<file path="config.mk">
export PLATFORM = sky130hd
export DESIGN_NAME = pdu_session_container_parser
export DESIGN_NICKNAME = d
export VERILOG_FILES = /design/src/rtl/pscp_pkg.sv /design/src/rtl/pdu_session_container_parser.sv
export SDC_FILE = /design/constraint.sdc
export NUM_CORES = 1
export LEC_CHECK = 0
export BUFFER_PORTS_ARGS = -buffer_cell sky130_fd_sc_hd__clkbuf_2
export CELL_PAD_IN_SITES_DETAIL_PLACEMENT = 0
export CELL_PAD_IN_SITES_GLOBAL_PLACEMENT = 1
export CORE_UTILIZATION = 42
export DETAILED_ROUTE_END_ITERATION = 10
export GPL_ROUTABILITY_DRIVEN = 1
export PLACE_DENSITY_LB_ADDON = 0.15
export SYNTH_ARGS = -nofsm -noshare
export SYNTH_HDL_FRONTEND = slang
export SYNTH_SLANG_ARGS = --single-unit
</file>
<file path="constraint.sdc">
create_clock -name clk_i -period 6 [get_ports clk_i]
set_input_delay 0.6 -clock clk_i [delete_from_list [all_inputs] [get_ports clk_i]]
set_output_delay 0.6 -clock clk_i [all_outputs]
set_load 0.01 [all_outputs]
</file>
<file path="src/rtl/pscp_pkg.sv">
// ----------------------------------------------------------------------------
// pscp_pkg
// Types, codes and field tables of the PDU session container parser.
// ----------------------------------------------------------------------------
package pscp_pkg;

  localparam int unsigned PhaseW = 12;

  // parser phase, one-hot
  typedef enum logic [PhaseW-1:0] {
    PH_IDLE     = 12'b0000_0000_0001,
    PH_OCT2     = 12'b0000_0000_0010,
    PH_PPI      = 12'b0000_0000_0100,
    PH_DL_SEND  = 12'b0000_0000_1000,
    PH_DL_SEQ   = 12'b0000_0001_0000,
    PH_TS_REP   = 12'b0000_0010_0000,
    PH_RECV     = 12'b0000_0100_0000,
    PH_UL_SEND  = 12'b0000_1000_0000,
    PH_DL_DELAY = 12'b0001_0000_0000,
    PH_UL_DELAY = 12'b0010_0000_0000,
    PH_UL_SEQ   = 12'b0100_0000_0000,
    PH_PAD      = 12'b1000_0000_0000
  } phase_e;

  // result kind codes
  typedef enum logic [3:0] {
    KIND_HEADER     = 4'd0,
    KIND_DL_SEND_TS = 4'd1,
    KIND_DL_SEQ     = 4'd2,
    KIND_DL_TS_REP  = 4'd3,
    KIND_DL_RECV_TS = 4'd4,
    KIND_UL_SEND_TS = 4'd5,
    KIND_DL_DELAY   = 4'd6,
    KIND_UL_DELAY   = 4'd7,
    KIND_UL_SEQ     = 4'd8,
    KIND_PAD_DONE   = 4'd9,
    KIND_ERROR      = 4'd10
  } kind_e;

  localparam logic [3:0] PduTypeDl = 4'd0;
  localparam logic [3:0] PduTypeUl = 4'd1;

  typedef struct packed {
    logic ul;
    logic ppp;
    logic qmp;
    logic dld;
    logic uld;
    logic snp;
  } flags_t;

  typedef struct packed {
    logic [5:0] qfi;
    logic       rqi;
    logic [2:0] ppi;
  } header_t;

  function automatic logic [3:0] field_len(phase_e ph);
    logic [3:0] len;
    unique case (ph)
      PH_PPI:      len = 4'd1;
      PH_DL_SEND:  len = 4'd8;
      PH_DL_SEQ:   len = 4'd3;
      PH_TS_REP:   len = 4'd8;
      PH_RECV:     len = 4'd8;
      PH_UL_SEND:  len = 4'd8;
      PH_DL_DELAY: len = 4'd4;
      PH_UL_DELAY: len = 4'd4;
      PH_UL_SEQ:   len = 4'd3;
      default:     len = 4'd0;
    endcase
    return len;
  endfunction

  function automatic kind_e field_kind(phase_e ph);
    kind_e k;
    unique case (ph)
      PH_DL_SEND:  k = KIND_DL_SEND_TS;
      PH_DL_SEQ:   k = KIND_DL_SEQ;
      PH_TS_REP:   k = KIND_DL_TS_REP;
      PH_RECV:     k = KIND_DL_RECV_TS;
      PH_UL_SEND:  k = KIND_UL_SEND_TS;
      PH_DL_DELAY: k = KIND_DL_DELAY;
      PH_UL_DELAY: k = KIND_UL_DELAY;
      PH_UL_SEQ:   k = KIND_UL_SEQ;
      PH_PAD:      k = KIND_PAD_DONE;
      default:     k = KIND_HEADER;
    endcase
    return k;
  endfunction

endpackage

</file>
<file path="src/rtl/pdu_session_container_parser.sv">
// ----------------------------------------------------------------------------
// pdu_session_container_parser
// Octet-serial parser of a PDU session container extension-header body.
// ----------------------------------------------------------------------------
// Takes one octet per clock cycle, with start_req_i marking the first octet of
// a container. The header octets and every optional field (PPI, timestamps,
// delay results, QFI sequence) are decoded on the fly; each completed field,
// the header, the end of padding or a bad PDU type gives one result beat in
// the cycle after its last octet is taken. Results sit in a single output
// register: in_ready_o is high whenever that register is empty or drains in
// the same cycle, so the sustained rate is one octet per cycle and only a
// stalled result consumer slows the input.
module pdu_session_container_parser
  import pscp_pkg::*;
(
  input  logic        clk_i,
  input  logic        rst_ni,
  input  logic        in_valid_i,
  output logic        in_ready_o,
  input  logic [7:0]  data_byte_i,
  input  logic        start_req_i,
  output logic        out_valid_o,
  input  logic        out_ready_i,
  output logic [3:0]  kind_o,
  output logic [63:0] value_o,
  output logic        pdu_type_o,
  output logic        qmp_o,
  output logic [5:0]  qfi_o,
  output logic        rqi_o,
  output logic        ppi_present_o,
  output logic [2:0]  ppi_o,
  output logic        last_o
);

  phase_e      phase_q, phase_d;
  logic [3:0]  bytes_q, bytes_d;
  logic [63:0] acc_q, acc_d;
  flags_t      flags_q, flags_d;
  header_t     hdr_q, hdr_d;
  logic [1:0]  cnt_q, cnt_d;
  logic [1:0]  pad_q, pad_d;

  logic        out_valid_q, out_valid_d;
  kind_e       kind_q, kind_d;
  logic [63:0] value_q, value_d;
  logic        last_q, last_d;
  flags_t      oflags_q;
  header_t     ohdr_q;

  logic        accept;
  logic        emit;
  logic [1:0]  cnt_inc;
  logic [1:0]  pad_need;
  flags_t      flags_adv;
  logic [PhaseW-1:0] applies, above, cand, lowest;
  phase_e      nxt_ph;
  logic [63:0] acc_shift;

  assign in_ready_o = !out_valid_q || out_ready_i;
  assign accept     = in_valid_i && in_ready_o;

  assign cnt_inc   = cnt_q + 2'd1;
  assign pad_need  = 2'd2 - cnt_inc;
  assign acc_shift = {acc_q[55:0], data_byte_i};

  // the ppi-present flag from the second octet counts for the next phase
  always_comb begin
    flags_adv = flags_q;
    if (phase_q == PH_OCT2 && !flags_q.ul) begin
      flags_adv.ppp = data_byte_i[7];
    end
  end

  // next applicable phase: lowest set bit above the current one
  always_comb begin
    applies                       = '0;
    applies[$clog2(PH_PPI)]       = !flags_adv.ul && flags_adv.ppp;
    applies[$clog2(PH_DL_SEND)]   = !flags_adv.ul && flags_adv.qmp;
    applies[$clog2(PH_DL_SEQ)]    = !flags_adv.ul && flags_adv.snp;
    applies[$clog2(PH_TS_REP)]    = flags_adv.ul && flags_adv.qmp;
    applies[$clog2(PH_RECV)]      = flags_adv.ul && flags_adv.qmp;
    applies[$clog2(PH_UL_SEND)]   = flags_adv.ul && flags_adv.qmp;
    applies[$clog2(PH_DL_DELAY)]  = flags_adv.ul && flags_adv.dld;
    applies[$clog2(PH_UL_DELAY)]  = flags_adv.ul && flags_adv.uld;
    applies[$clog2(PH_UL_SEQ)]    = flags_adv.ul && flags_adv.snp;
    applies[$clog2(PH_PAD)]       = (pad_need != 2'd0);
    above  = ~((phase_q << 1) - PhaseW'(1));
    cand   = applies & above;
    lowest = cand & (~cand + PhaseW'(1));
    nxt_ph = (cand == '0) ? PH_IDLE : phase_e'(lowest);
  end

  always_comb begin
    phase_d = phase_q;
    bytes_d = bytes_q;
    acc_d   = acc_q;
    flags_d = flags_q;
    hdr_d   = hdr_q;
    cnt_d   = cnt_q;
    pad_d   = pad_q;
    emit    = 1'b0;
    kind_d  = KIND_HEADER;
    value_d = '0;
    last_d  = 1'b0;

    if (accept) begin
      if (start_req_i) begin
        phase_d = PH_IDLE;
        bytes_d = '0;
        acc_d   = '0;
        flags_d = '0;
        hdr_d   = '0;
        cnt_d   = '0;
        pad_d   = '0;
        if (data_byte_i[7:4] == PduTypeDl) begin
          flags_d.snp = data_byte_i[2];
          flags_d.qmp = data_byte_i[3];
          cnt_d       = 2'd1;
          phase_d     = PH_OCT2;
        end else if (data_byte_i[7:4] == PduTypeUl) begin
          flags_d.ul  = 1'b1;
          flags_d.snp = data_byte_i[0];
          flags_d.uld = data_byte_i[1];
          flags_d.dld = data_byte_i[2];
          flags_d.qmp = data_byte_i[3];
          cnt_d       = 2'd1;
          phase_d     = PH_OCT2;
        end else begin
          emit   = 1'b1;
          kind_d = KIND_ERROR;
          last_d = 1'b1;
        end
      end else if (phase_q != PH_IDLE) begin
        cnt_d   = cnt_inc;
        flags_d = flags_adv;
        unique case (phase_q)
          PH_OCT2: begin
            hdr_d.qfi = data_byte_i[5:0];
            hdr_d.rqi = !flags_q.ul && data_byte_i[6];
            hdr_d.ppi = '0;
            phase_d   = nxt_ph;
            bytes_d   = field_len(nxt_ph);
            acc_d     = '0;
            pad_d     = pad_need;
            emit      = (nxt_ph != PH_PPI);
            last_d    = (nxt_ph == PH_IDLE);
          end
          PH_PPI: begin
            hdr_d.ppi = data_byte_i[7:5];
            phase_d   = nxt_ph;
            bytes_d   = field_len(nxt_ph);
            acc_d     = '0;
            pad_d     = pad_need;
            emit      = 1'b1;
            last_d    = (nxt_ph == PH_IDLE);
          end
          PH_PAD: begin
            if (pad_q > 2'd1) begin
              pad_d = pad_q - 2'd1;
            end else begin
              pad_d   = '0;
              phase_d = PH_IDLE;
              emit    = 1'b1;
              kind_d  = KIND_PAD_DONE;
              last_d  = 1'b1;
            end
          end
          default: begin
            acc_d = acc_shift;
            if (bytes_q > 4'd1) begin
              bytes_d = bytes_q - 4'd1;
            end else begin
              phase_d = nxt_ph;
              bytes_d = field_len(nxt_ph);
              acc_d   = '0;
              pad_d   = pad_need;
              emit    = 1'b1;
              kind_d  = field_kind(phase_q);
              value_d = acc_shift;
              last_d  = (nxt_ph == PH_IDLE);
            end
          end
        endcase
      end
    end
  end

  assign out_valid_d = (accept && emit) ? 1'b1 : (out_valid_q && !out_ready_i);

  always_ff @(posedge clk_i or negedge rst_ni) begin
    if (!rst_ni) begin
      phase_q     <= PH_IDLE;
      bytes_q     <= '0;
      acc_q       <= '0;
      flags_q     <= '0;
      hdr_q       <= '0;
      cnt_q       <= '0;
      pad_q       <= '0;
      out_valid_q <= 1'b0;
    end else begin
      phase_q     <= phase_d;
      bytes_q     <= bytes_d;
      acc_q       <= acc_d;
      flags_q     <= flags_d;
      hdr_q       <= hdr_d;
      cnt_q       <= cnt_d;
      pad_q       <= pad_d;
      out_valid_q <= out_valid_d;
    end
  end

  // result beat payload
  always_ff @(posedge clk_i) begin
    if (accept && emit) begin
      kind_q   <= kind_d;
      value_q  <= value_d;
      last_q   <= last_d;
      oflags_q <= flags_d;
      ohdr_q   <= hdr_d;
    end
  end

  assign out_valid_o   = out_valid_q;
  assign kind_o        = kind_q;
  assign value_o       = value_q;
  assign pdu_type_o    = oflags_q.ul;
  assign qmp_o         = oflags_q.qmp;
  assign qfi_o         = ohdr_q.qfi;
  assign rqi_o         = ohdr_q.rqi;
  assign ppi_present_o = oflags_q.ppp;
  assign ppi_o         = ohdr_q.ppi;
  assign last_o        = last_q;

`ifndef SYNTHESIS
  // a bad pdu type start gives an error beat right away
  a_bad_type_error: assert property (@(posedge clk_i) disable iff (!rst_ni)
    in_valid_i && in_ready_o && start_req_i && (data_byte_i[7:5] != 3'd0)
    |=> out_valid_o && kind_o == KIND_ERROR)
    else $error("bad pdu type did not give an error beat");

  a_error_clean: assert property (@(posedge clk_i) disable iff (!rst_ni)
    out_valid_o && kind_o == KIND_ERROR
    |-> last_o && !pdu_type_o && !qmp_o && qfi_o == 6'd0 && !ppi_present_o)
    else $error("error beat carries header values or lacks last");

  a_pad_last: assert property (@(posedge clk_i) disable iff (!rst_ni)
    out_valid_o && kind_o == KIND_PAD_DONE |-> last_o)
    else $error("padding_done beat without last");

  a_ul_no_dl_bits: assert property (@(posedge clk_i) disable iff (!rst_ni)
    out_valid_o && pdu_type_o |-> !rqi_o && !ppi_present_o && ppi_o == 3'd0)
    else $error("uplink beat carries downlink-only header bits");
`endif

endmodule
</file>
==> results of run 1 <==
==> synthesized netlist by cell type, drive strengths merged, types with 7 or more instances <==
| cell | number |
|---|---|
| nand2 | 38 |
| a22oi | 7 |
| o21ai | 26 |
| dfrtp | 92 |
| nor2 | 24 |
| nor3 | 14 |
| xor2 | 9 |
| and2 | 67 |
| clkbuf | 18 |
| buf | 18 |
| a22o | 65 |
| inv | 8 |
| edfxtp | 82 |
| nand3 | 7 |
| a21oi | 10 |
==> where the power goes <==
part / leakage, uW / total (uW) / switching [uW] / internal (uW)
registers: 0.00207 / 1630 / 114 / 1510
clock network: 0.000289 / 1090 / 471 / 622
logic: 0.00137 / 955 / 647 / 308
total: 0.00374 / 3680 / 1230 / 2440
==> per-layer routing <==
layer  vias to the layer above  global-route usage [%]  share of wire (%)
met5                         -                       0                  0
met4                         0                   7.303                2.5
met3                        32                   4.917                4.5
met2                       145                   31.01                 49
met1                      2468                   26.32                 44
li1                       2305                       -                  -
==> cell families after synthesis <==
| family | synth area share, % |
|---|---|
| compound gates | 14.01 |
| fa+ha+maj | 1.013 |
| xor+xnor | 1.182 |
| flops | 64.64 |
| buf+inv | 3.055 |
| mux | 0.4389 |
| simple gates | 15.67 |
==> how the worst max path moves through the flow <==
| stage | from | end | slack (ns) |
|---|---|---|---|
| floorplan | phase_q[1] | kind_o[0] | 1.33 |
| global placement | phase_q[1] | value_o[32] | 2.19 |
| detailed placement | phase_q[1] | value_o[25] | 2.12 |
| CTS | phase_q[1] | value_o[31] | 2.08 |
| global route | phase_q[1] | value_o[24] | 1.82 |
| finish | phase_q[1] | value_o[24] | 2.07 |
==> layout make-up <==
type / count / area share, %
Tap cell: 225 / 3.266
Multi-Input combinational cell: 358 / 28.06
Clock inverter: 14 / 1.829
Sequential cell: 175 / 55.57
Timing Repair Buffer: 100 / 5.951
Inverter: 8 / 0.3483
Clock buffer: 18 / 4.978
==> per-stage QoR <==
step	total power, uW	utilization [%]	instances
4_1_cts	3709	50.01	898
3_3_place_gp	2610	46.61	866
2_1_floorplan	2275	-	577
6_report	3677	50.01	898
5_1_grt	3879	50.01	898
3_5_place_dp	2607	46.61	866
==> flip-flops by register name (all words and copies together), names as in the netlist <==
name           count
qmp_o              1
flags_adv          5
acc_q             56
pad_q              2
ppi_o              3
phase_q           12
out_valid_o        1
value_o           64
bytes_q            4
pdu_type_o         1
last_o             1
kind_o             4
flags_q            1
rqi_o              1
cnt_q              2
ppi_present_o      1
qfi_o              6
hdr_q             10
==> worst reg2reg max path, delay by kind of cell, from the launching register on <==
| family | cells | cell delay, ns |
|---|---|---|
| adders and majority gates | 1 | 0.25 |
| and+or+nand+nor | 6 | 1.88 |
| buffers and inverters | 2 | 0.89 |
| DFF | 1 | 0.46 |
==> Flow_metrics.wiki, run 1 <==
{| class="wikitable"
! Metric !! Value
|-
| Worst skew pair latency || 0.42 ns
|-
| Fraction of registers with async set or reset after synthesis || 53.14%
|-
| Detailed-route wire length || 16850 um
|-
| Register-to-Register Path Depth || 9
|-
| Vert. Die Dim || 134.8 um
|-
| Setup skew after layout || 0.008027 ns
|-
| FF/Latch Area || 4791 um^2
|-
| Crit path time final || 3.928 ns
|-
| Slack of the worst reg-to-reg path || 2.07 ns
|-
| Total global routing track utilization || 19.67%
|-
| Number of nets with antenna violations after detailed routing || 0
|-
| CTS H-tree depth || 4
|-
| Layout-stage area growth over the synthesis result || 16.31%
|-
| Number of antenna violations at the first check in global routing || 0
|-
| TritonCTS clock tree || built
|-
| Area of combinational cells with multiple inputs || 2419 um^2
|-
| Initial core utilization || 43.00%
|-
| Number of distinct library cells after synthesis || 62
|-
| Max Freq || 0.2546 GHz
|-
| Vias per std cell || 5.512
|-
| Seq/Total Area, Yosys || 64.64%
|-
| Post-DP HPWL || 11340 um
|-
| Post-cts sizing count || 0
|-
| Share of the synthesized area in the top cell type || 33.22%
|-
| # rows || 48
|-
| Synth area leaders || sky130_fd_sc_hd__edfxtp_1, sky130_fd_sc_hd__dfrtp_1, sky130_fd_sc_hd__a22o_1
|-
| Number of flops mapped to enable cells by yosys || 82
|-
| Count of boundary I/O pins || 97
|-
| Die X || 134.8 um
|-
| Mean instance size in the synthesized netlist || 12.85 um^2
|-
| Post-route setup slack || 2.072 ns
|-
| Status || completed
|-
| DRC violation total after the first TritonRoute iteration || 332
|-
| Number of global-route vias before repair || 4695
|-
| Hold WC Path Type || primary input to async pin
|-
| Max_cap viols || 0
|-
| Worst slew slack as a fraction of its limit || 38.56%
|-
| Routability congestion estimate from global placement || 0.8864
|-
| Flip-flop and latch count after synthesis || 175
|-
| Library cell with the largest summed area after synthesis || sky130_fd_sc_hd__edfxtp_1
|-
| Final hold slack || 0.09075 ns
|-
| Fin nets || 679
|-
| Setup TNS || 0 ns
|-
| Final setup fails || 0
|-
| Slowest stage cell, crit path || sky130_fd_sc_hd__buf_4
|-
| Arrival time of the worst setup path || 3.97 ns
|-
| Pre-antenna DRT Iters || 5
|-
| Clk Tree Root Cell || sky130_fd_sc_hd__clkbuf_16
|-
| Clock slew at reported path FFs || 0.07 ns
|-
| Count of input and output buffers || 96
|-
| Wire length per cell after detailed routing || 18.77 um
|-
| Crit. path cell count || 9
|-
| Worst Path Max Fanout || 72
|-
| Worst vdd rail ir drop || 0.2500 mV
|-
| Hold-fix buffers at CTS || 0
|-
| Netlist Area Pre-Place || 7412 um^2
|-
| Fraction of final layout cells sized beyond drive strength 1 || 22.29%
|-
| Largest net degree at the start of global routing || 73
|-
| Post-detailed-placement cell area || 8034 um^2
|-
| Delay of the slowest critical-path stage || 0.77 ns
|-
| Setup repair after global routing missed its margin || false
|-
| Total Die Area || 18180 um^2
|-
| Type of origin of the critical path || flip-flop
|-
| Startpoint-to-endpoint class of the critical path || flip-flop to flip-flop
|-
| Clock tree sinks || 175
|-
| Share of the clock period used by the worst path after layout || 65.46%
|-
| Core Box Area || 17240 um^2
|-
| DRC || 0
|-
| Count of antenna diodes in the layout || 0
|-
| Transition time at the pin with the least slew margin || 0.9217 ns
|-
| Mapped Cells || 577
|-
| Top library cells by usage in the layout, fill and taps aside || sky130_fd_sc_hd__clkbuf_2, sky130_fd_sc_hd__dfrtp_1, sky130_fd_sc_hd__edfxtp_1
|-
| Overall via count from detail_route || 4950
|-
| Maximum buffer depth of the clock tree || 2
|-
| Reg-to-Reg End || value_o[24]
|-
| Worst slack at placement || 2.119 ns
|-
| Critical path data required time || 6.04 ns
|-
| Fill cell count || 1525
|-
| Final-report max-slew violation count || 0
|-
| Worst reg2reg path startpoint || phase_q[1]
|-
| Final count of hold timing violations || 0
|-
| Top Family by Delay on Critical Path || simple AND/OR/NAND/NOR gates
|-
| Aggregate global routing overflow || 0
|-
| Critical path cell sequence || inv_1 > ha_1 > or4b_4 > or4_4 > nand3_1 > and3_1 > nor2_1 > nor2_4 > buf_4
|-
| P_leak || 0.003735 uW
|-
| Syn Nets || 596
|-
| Count of yosys warnings during synthesis || 0
|-
| Pwr per Cell Area || 426.5 nW/um^2
|-
| Total CTS buffers || 17
|-
| Most used flip-flop cell after synthesis || sky130_fd_sc_hd__dfrtp_1
|-
| Most frequent standard cell in the layout excluding fill and tap cells || sky130_fd_sc_hd__clkbuf_2
|-
| Buffers plus inverters on the worst setup path || 2
|-
| First-pass GRT wire length || 26690 um
|-
| Critical path endpoint category || flip-flop
|-
| Post-CTS setup buffers || 0
|-
| Final design instance area without fill || 8621 um^2
|}
No activity file was read; power rests on OpenSTA's default activity.
==> run 2: changes to the inputs <==
--- a/config.mk
+++ b/config.mk
@@ -8,7 +8,7 @@
 export BUFFER_PORTS_ARGS = -buffer_cell sky130_fd_sc_hd__clkbuf_2
 export CELL_PAD_IN_SITES_DETAIL_PLACEMENT = 0
 export CELL_PAD_IN_SITES_GLOBAL_PLACEMENT = 1
-export CORE_UTILIZATION = 42
+export CORE_UTILIZATION = 47
 export DETAILED_ROUTE_END_ITERATION = 10
 export GPL_ROUTABILITY_DRIVEN = 1
 export PLACE_DENSITY_LB_ADDON = 0.15
==> constraint.sdc (replaced) <==
create_clock -name clk_i -period 3.7 [get_ports clk_i]
set_input_delay 0.37 -clock clk_i [delete_from_list [all_inputs] [get_ports clk_i]]
set_output_delay 0.37 -clock clk_i [all_outputs]
set_load 0.01 [all_outputs]
==> run 2 against run 1 <==
Effect of this change:
- clock-buffer cell count stayed put
- die area decreased by 10%
- first-iteration DRC count increased by 15%
- wire length is 0.23% higher
- cell count fell by 0.56%
- setup slack worse by 1.5 ns
- total power up 63%
- non-clock buffer count up 9
- clock skew is 0.0058 ns higher
- largest power group unchanged
- highest routed layer unchanged
==> Flow_metrics.wiki, run 2 (synthesis results as in run 1) <==
{| class="wikitable"
! Metric !! Value
|-
| Status || completed
|-
| Largest net degree at the start of global routing || 79 (+8.2%)
|-
| Type of origin of the critical path || flip-flop
|-
| Critical path endpoint category || flip-flop
|-
| Number of global-route vias before repair || 4772 (+1.6%)
|-
| Maximum buffer depth of the clock tree || 2 (unchanged)
|-
| Arrival time of the worst setup path || 3.27 ns (-0.70 ns)
|-
| Number of nets with antenna violations after detailed routing || 0 (unchanged)
|-
| Critical path cell sequence || inv_1 > ha_2 > or4b_4 > or4_4 > nand3_2 > and3_1 > nor2_1 > nor2_4 > buf_12
|-
| Top library cells by usage in the layout, fill and taps aside || sky130_fd_sc_hd__clkbuf_2, sky130_fd_sc_hd__dfrtp_1, sky130_fd_sc_hd__edfxtp_1
|-
| Detailed-route wire length || 16890 um (+0.23%)
|-
| Setup repair after global routing missed its margin || false
|-
| Routability congestion estimate from global placement || 0.9275 (+4.6%)
|-
| DRC || 0 (unchanged)
|-
| Worst slew slack as a fraction of its limit || 31.94% (-6.6 points)
|-
| Startpoint-to-endpoint class of the critical path || flip-flop to flip-flop
|-
| Register-to-Register Path Depth || 9 (unchanged)
|-
| Number of antenna violations at the first check in global routing || 0 (unchanged)
|-
| Setup TNS || 0 ns (unchanged)
|-
| Layout-stage area growth over the synthesis result || 17.76%
|-
| Most frequent standard cell in the layout excluding fill and tap cells || sky130_fd_sc_hd__clkbuf_2
|-
| Worst Path Max Fanout || 40 (-44%)
|-
| Flip-flop count of the largest register after layout || 64 (unchanged)
|-
| Hold-fix buffers at CTS || 0 (unchanged)
|-
| Final-report max-slew violation count || 0 (unchanged)
|-
| Worst vdd rail ir drop || 0.3566 mV (+43%)
|-
| Max_cap viols || 0 (unchanged)
|-
| Hold WC Path Type || primary input to async pin
|-
| Post-DP HPWL || 11290 um (-0.39%)
|-
| Post-CTS setup buffers || 0 (unchanged)
|-
| Total global routing track utilization || 21.91% (+2.2 points)
|-
| Initial core utilization || 48.40% (+5.4 points)
|-
| CTS H-tree depth || 4 (unchanged)
|-
| Core Box Area || 15310 um^2 (-11%)
|-
| Final hold slack || 0.1085 ns (+0.01779 ns)
|-
| Crit path time final || 3.166 ns (-0.7614 ns)
|-
| Pwr per Cell Area || 687.5 nW/um^2 (+61%)
|-
| Fill cell count || 1309 (-14%)
|-
| Pre-antenna DRT Iters || 5 (unchanged)
|-
| P_leak || 0.003787 uW (+1.4%)
|-
| Critical path data required time || 3.81 ns (-2.23 ns)
|-
| Overall power || 6001 uW (+63%)
|-
| Share of the clock period used by the worst path after layout || 85.57% (+20 points)
|-
| Total Die Area || 16280 um^2 (-10%)
|-
| Post-detailed-placement cell area || 8142 um^2 (+1.3%)
|-
| Total CTS buffers || 17 (unchanged)
|-
| Delay of the slowest critical-path stage || 0.56 ns (-0.21 ns)
|-
| Slowest stage cell, crit path || sky130_fd_sc_hd__or4_4
|-
| Setup skew after layout || 0.01380 ns (+0.005775 ns)
|-
| Final count of hold timing violations || 0 (unchanged)
|-
| First-pass GRT wire length || 26650 um (-0.16%)
|-
| # rows || 45 (-6.3%)
|-
| Count of input and output buffers || 96 (unchanged)
|-
| Clock slew at reported path FFs || 0.07 ns (about the same)
|-
| Max Freq || 0.3158 GHz (+24%)
|-
| Count of boundary I/O pins || 97 (unchanged)
|-
| Aggregate global routing overflow || 0 (unchanged)
|-
| Fraction of final layout cells sized beyond drive strength 1 || 23.61% (+1.3 points)
|-
| Worst skew pair latency || 0.43 ns (about the same)
|-
| Final design instance area without fill || 8728 um^2 (+1.2%)
|-
| Final setup fails || 0 (unchanged)
|-
| Vert. Die Dim || 127.6 um (-5.4%)
|-
| Post-cts sizing count || 0 (unchanged)
|-
| Die X || 127.6 um (-5.4%)
|-
| TritonCTS clock tree || built
|-
| Clk Tree Root Cell || sky130_fd_sc_hd__clkbuf_16
|-
| Fin nets || 688 (+1.3%)
|-
| Overall via count from detail_route || 4921 (-0.59%)
|-
| Count of antenna diodes in the layout || 0 (unchanged)
|-
| Clock tree sinks || 175 (unchanged)
|-
| Transition time at the pin with the least slew margin || 1.021 ns (+0.09929 ns)
|-
| Wire length per cell after detailed routing || 18.91 um (+0.79%)
|-
| Vias per std cell || 5.511 (about the same)
|-
| DRC violation total after the first TritonRoute iteration || 381 (+15%)
|}
-- run 2: cell types whose count changed in the layout (fill, tap and decap cells not counted) --
cell                         previous run  this run
sky130_fd_sc_hd__ha_1                   6         5
sky130_fd_sc_hd__nand3_2                0         1
sky130_fd_sc_hd__clkinv_8               0         2
sky130_fd_sc_hd__bufinv_16              2         1
sky130_fd_sc_hd__clkinvlp_4             1         2
sky130_fd_sc_hd__clkinv_2               3         1
sky130_fd_sc_hd__buf_12                 0         4
sky130_fd_sc_hd__buf_4                  5        10
sky130_fd_sc_hd__ha_2                   0         1
sky130_fd_sc_hd__nand3_1                7         6
-- run 2: path summary, 6_finish.rpt --
kind | from | endpoint | slack [ns]
setup / recovery | phase_q[1] | value_o[17] | 0.53
hold / removal | rst_ni | phase_q[2] | 0.11
setup reg to reg | phase_q[1] | value_o[17] | 0.53
hold reg to reg | acc_q[51] | acc_q[51] | 0.50
max in group asynchronous | rst_ni | acc_q[35] | 2.73
min in group clk_i | data_byte_i[0] | acc_q[0] | 0.24
-- run 2: power breakdown --
part / internal, uW / leakage [uW] / switching [uW]
clock: 956 / 0.000281 / 804
combinational: 562 / 0.00143 / 1050
sequential: 2450 / 0.00207 / 182
-- run 2: worst max-delay path: cells and delay by family, from the launching register on --
family,cells,cell delay [ns]
and+or+nand+nor,6,1.76
DFF,1,0.45
buffers and inverters,2,0.38
adders and majority gates,1,0.21
-- run 2: cell type report --
| class | count | area, um^2 | area share, % |
|---|---|---|---|
| Clock buffer | 18 | 429.2 | 4.917 |
| Multi-Input combinational cell | 358 | 2426 | 27.80 |
| Tap cell | 211 | 264.0 | 3.025 |
| Sequential cell | 175 | 4791 | 54.89 |
| Timing Repair Buffer | 109 | 630.6 | 7.225 |
| Inverter | 8 | 30.03 | 0.3440 |
| Clock inverter | 14 | 157.7 | 1.806 |
-- run 2: layer usage --
metal | GRT usage (%) | wire (um)
met2 | 35.36 | 8310
met5 | 0 | 0
met3 | 3.894 | 622
met4 | 8.443 | 308
met1 | 29.72 | 7649
-- run 2: per-stage QoR --
step / worst slack (ns) / util (%) / cells
global route: 0.3800 / 56.99 / 893
CTS: 0.5492 / 56.99 / 893
finish: 0.5338 / 56.99 / 893
floorplan: 0.005205 / - / 577
detailed placement: 0.5682 / 53.16 / 861
global placement: 0.5933 / 53.16 / 861
==> run 3: changes to the inputs <==
--- a/config.mk
+++ b/config.mk
@@ -12,6 +12,7 @@
 export DETAILED_ROUTE_END_ITERATION = 10
 export GPL_ROUTABILITY_DRIVEN = 1
 export PLACE_DENSITY_LB_ADDON = 0.15
+export REMOVE_ABC_BUFFERS = 1
 export SYNTH_ARGS = -nofsm -noshare
 export SYNTH_HDL_FRONTEND = slang
 export SYNTH_SLANG_ARGS = --single-unit
==> run 3 against run 2 <==
Effect of this change:
- clock power barely moved
- maximum frequency fell by 5.1%
- non-clock buffer count rose by 2
- largest cell class unchanged
- largest power group unchanged
- critical path depth did not move
==> Flow_metrics.wiki, run 3 (synthesis results as in run 1) <==
{| class="wikitable"
! Metric !! Value
|-
| Delay of the slowest critical-path stage || 0.55 ns (about the same)
|-
| CTS H-tree depth || 4 (unchanged)
|-
| Total Die Area || 16280 um^2 (unchanged)
|-
| Layout-stage area growth over the synthesis result || 17.57%
|-
| Arrival time of the worst setup path || 3.46 ns (+0.19 ns)
|-
| Largest net degree at the start of global routing || 71 (-10%)
|-
| Detailed-route wire length || 15670 um (-7.2%)
|-
| Overall via count from detail_route || 4904 (-0.35%)
|-
| Number of nets with antenna violations after detailed routing || 0 (unchanged)
|-
| Crit path time final || 3.337 ns (+0.1711 ns)
|-
| Placed cells || 863 (+0.23%)
|-
| Hold WC Path Type || primary input to async pin
|-
| DRC violation total after the first TritonRoute iteration || 320 (-16%)
|-
| Total CTS buffers || 17 (unchanged)
|-
| Clock slew at reported path FFs || 0.07 ns (about the same)
|-
| TritonCTS clock tree || built
|-
| Setup repair after global routing missed its margin || false
|-
| Launching element of the worst setup path || phase_q[1]
|-
| Last element of the critical path || value_o[26]
|-
| Top library cells by usage in the layout, fill and taps aside || sky130_fd_sc_hd__clkbuf_2, sky130_fd_sc_hd__dfrtp_1, sky130_fd_sc_hd__edfxtp_1
|-
| Core Box Area || 15310 um^2 (unchanged)
|-
| Final design instance area without fill || 8715 um^2 (-0.16%)
|-
| Slowest stage cell, crit path || sky130_fd_sc_hd__or4_4
|-
| Switching share of power || 32.83% (-1.1 points)
|-
| Vert. Die Dim || 127.6 um (unchanged)
|-
| Switching power total || 1956 uW (-3.8%)
|-
| Die X || 127.6 um (unchanged)
|-
| Worst vdd rail ir drop || 0.3721 mV (+4.3%)
|-
| Clk pwr share || 29.4% (about the same)
|-
| Setup skew after layout || 0.01153 ns (-0.002275 ns)
|-
| Status || completed
|-
| Top Family by Delay on Critical Path || simple AND/OR/NAND/NOR gates
|-
| Worst reg2reg path startpoint || phase_q[1]
|-
| Count of input and output buffers || 96 (unchanged)
|-
| Type of origin of the critical path || flip-flop
|-
| Critical path cell sequence || inv_1 > ha_1 > or4b_4 > or4_4 > nand3_1 > and3_1 > nor2_1 > nor2_4 > buf_12
|-
| Final setup fails || 0 (unchanged)
|-
| Slack of the worst reg-to-reg path || 0.36 ns (-0.17 ns)
|-
| Pre-antenna DRT Iters || 4 (-1)
|-
| Critical path data required time || 3.82 ns (about the same)
|-
| Number of global-route vias before repair || 4694 (-1.6%)
|-
| Share of the clock period used by the worst path after layout || 90.20% (+4.6 points)
|-
| Buffers plus inverters on the worst setup path || 2 (unchanged)
|-
| Post-CTS setup buffers || 0 (unchanged)
|-
| First-pass GRT wire length || 25490 um (-4.3%)
|-
| Total global routing track utilization || 20.67% (-1.2 points)
|-
| Critical path endpoint category || flip-flop
|-
| Fin nets || 690 (+0.29%)
|-
| Worst skew pair latency || 0.43 ns (about the same)
|-
| Maximum buffer depth of the clock tree || 2 (unchanged)
|-
| Flip-flop count of the largest register after layout || 64 (unchanged)
|-
| Reg-to-Reg End || value_o[26]
|-
| Aggregate global routing overflow || 0 (unchanged)
|-
| Clock tree sinks || 175 (unchanged)
|-
| Post-cts sizing count || 0 (unchanged)
|-
| P_leak || 0.003787 uW (about the same)
|-
| Routability congestion estimate from global placement || 0.8596 (-7.3%)
|-
| Startpoint-to-endpoint class of the critical path || flip-flop to flip-flop
|-
| Power share of the sequential group || 44.1% (+0.2 points)
|-
| Most frequent standard cell in the layout excluding fill and tap cells || sky130_fd_sc_hd__clkbuf_2
|-
| Fraction of final layout cells sized beyond drive strength 1 || 23.54% (-0.069 points)
|-
| Number of antenna violations at the first check in global routing || 0 (unchanged)
|-
| Final standard cell count with taps included and fillers excluded || 895 (+0.22%)
|-
| Initial core utilization || 48.40% (unchanged)
|-
| Wire length per cell after detailed routing || 17.51 um (-7.4%)
|-
| Max Freq || 0.2996 GHz (-5.1%)
|-
| Logic pwr share || 26.5% (-0.3 points)
|-
| Pwr per Cell Area || 683.6 nW/um^2 (-0.58%)
|-
| Worst Path Max Fanout || 30 (-25%)
|-
| # rows || 45 (unchanged)
|-
| Post-DP HPWL || 10550 um (-6.6%)
|-
| Count of antenna diodes in the layout || 0 (unchanged)
|-
| Transition time at the pin with the least slew margin || 0.9146 ns (-0.1064 ns)
|-
| Final count of hold timing violations || 0 (unchanged)
|-
| Post-detailed-placement cell area || 8124 um^2 (-0.22%)
|-
| Hold-fix buffers at CTS || 0 (unchanged)
|-
| Clk Tree Root Cell || sky130_fd_sc_hd__clkbuf_16
|-
| Final core occ || 56.90% (-0.090 points)
|-
| Cell-internal power || 4001 uW (+0.85%)
|-
| Vias per std cell || 5.479 (-0.57%)
|-
| Final-report max-slew violation count || 0 (unchanged)
|-
| Count of boundary I/O pins || 97 (unchanged)
|-
| Worst slew slack as a fraction of its limit || 39.03% (+7.1 points)
|-
| Max_cap viols || 0 (unchanged)
|-
| Crit. path cell count || 9 (unchanged)
|-
| DRC || 0 (unchanged)
|-
| Register-to-Register Path Depth || 9 (unchanged)
|}
-- run 3: cell count changes in the layout (fill, tap and decap cells not counted), moves of 2 or more --
| cell | change |
|---|---|
| sky130_fd_sc_hd__buf_4 | +4 |
| sky130_fd_sc_hd__clkbuf_8 | +5 |
| sky130_fd_sc_hd__clkinv_4 | -2 |
| sky130_fd_sc_hd__clkinv_8 | -2 |
| sky130_fd_sc_hd__clkinvlp_4 | +2 |
| sky130_fd_sc_hd__buf_12 | -2 |
-- run 3: worst reg2reg max path: cells and delay by family, from the launching register on --
| kind | cells | cell delay [ns] |
|---|---|---|
| simple gates | 6 | 1.91 |
| flops | 1 | 0.47 |
| buf+inv | 2 | 0.38 |
| fa+ha+maj | 1 | 0.26 |
-- run 3: worst min path at each step --
stage                     cells past startpoint  slack, ns    endpoint
after floorplan                               0       0.07    acc_q[0]
after detailed placement                      1       0.49   acc_q[48]
after global routing                          1       0.13  phase_q[7]
final                                         1       0.06  phase_q[7]
after CTS                                     1       0.10  phase_q[7]
after global placement                        1       0.48   acc_q[48]
-- run 3: stage by stage --
| stage | hold WS, ns | total power [uW] | TNS, ns | worst slack [ns] |
|---|---|---|---|---|
| floorplan | 0.07441 | 3620 | -257.88 | -2.341 |
| global placement | 0.4793 | 4235 | 0 | 0.5041 |
| detailed placement | 0.4862 | 4245 | 0 | 0.4006 |
| CTS | 0.1033 | 5996 | 0 | 0.3749 |
| global route | 0.1318 | 6299 | 0 | 0.2437 |
| finish | 0.05741 | 5957 | 0 | 0.3627 |
-- run 3: power groups by stage --
stage | clock network, uW | logic, uW | registers (uW)
final | 1750 | 1580 | 2630
after detailed placement | 0 | 1580 | 2660
after global placement | 0 | 1580 | 2650
after global routing | 1860 | 1770 | 2670
after CTS | 1780 | 1590 | 2630
after floorplan | 0 | 849 | 2770
-- run 3: layer usage --
layer | wire, um | GRT usage [%] | vias up | part of all wire [%]
met4 | 284 | 8.028 | 0 | 1.8
li1 | - | - | 2333 | -
met2 | 7209 | 31.53 | 115 | 46
met5 | 0 | 0 | - | 0
met1 | 7550 | 29.36 | 2436 | 48
met3 | 628 | 4.020 | 20 | 4.0
-- run 3: final cells by class --
class	instances	area [um^2]
inverter	8	30.03
fill	1310	6600
multi-input combinational	358	2419
clock buffer	24	523.0
sequential	175	4791
timing repair buffer	111	620.6
tap	211	264.0
clock inverter	8	67.56
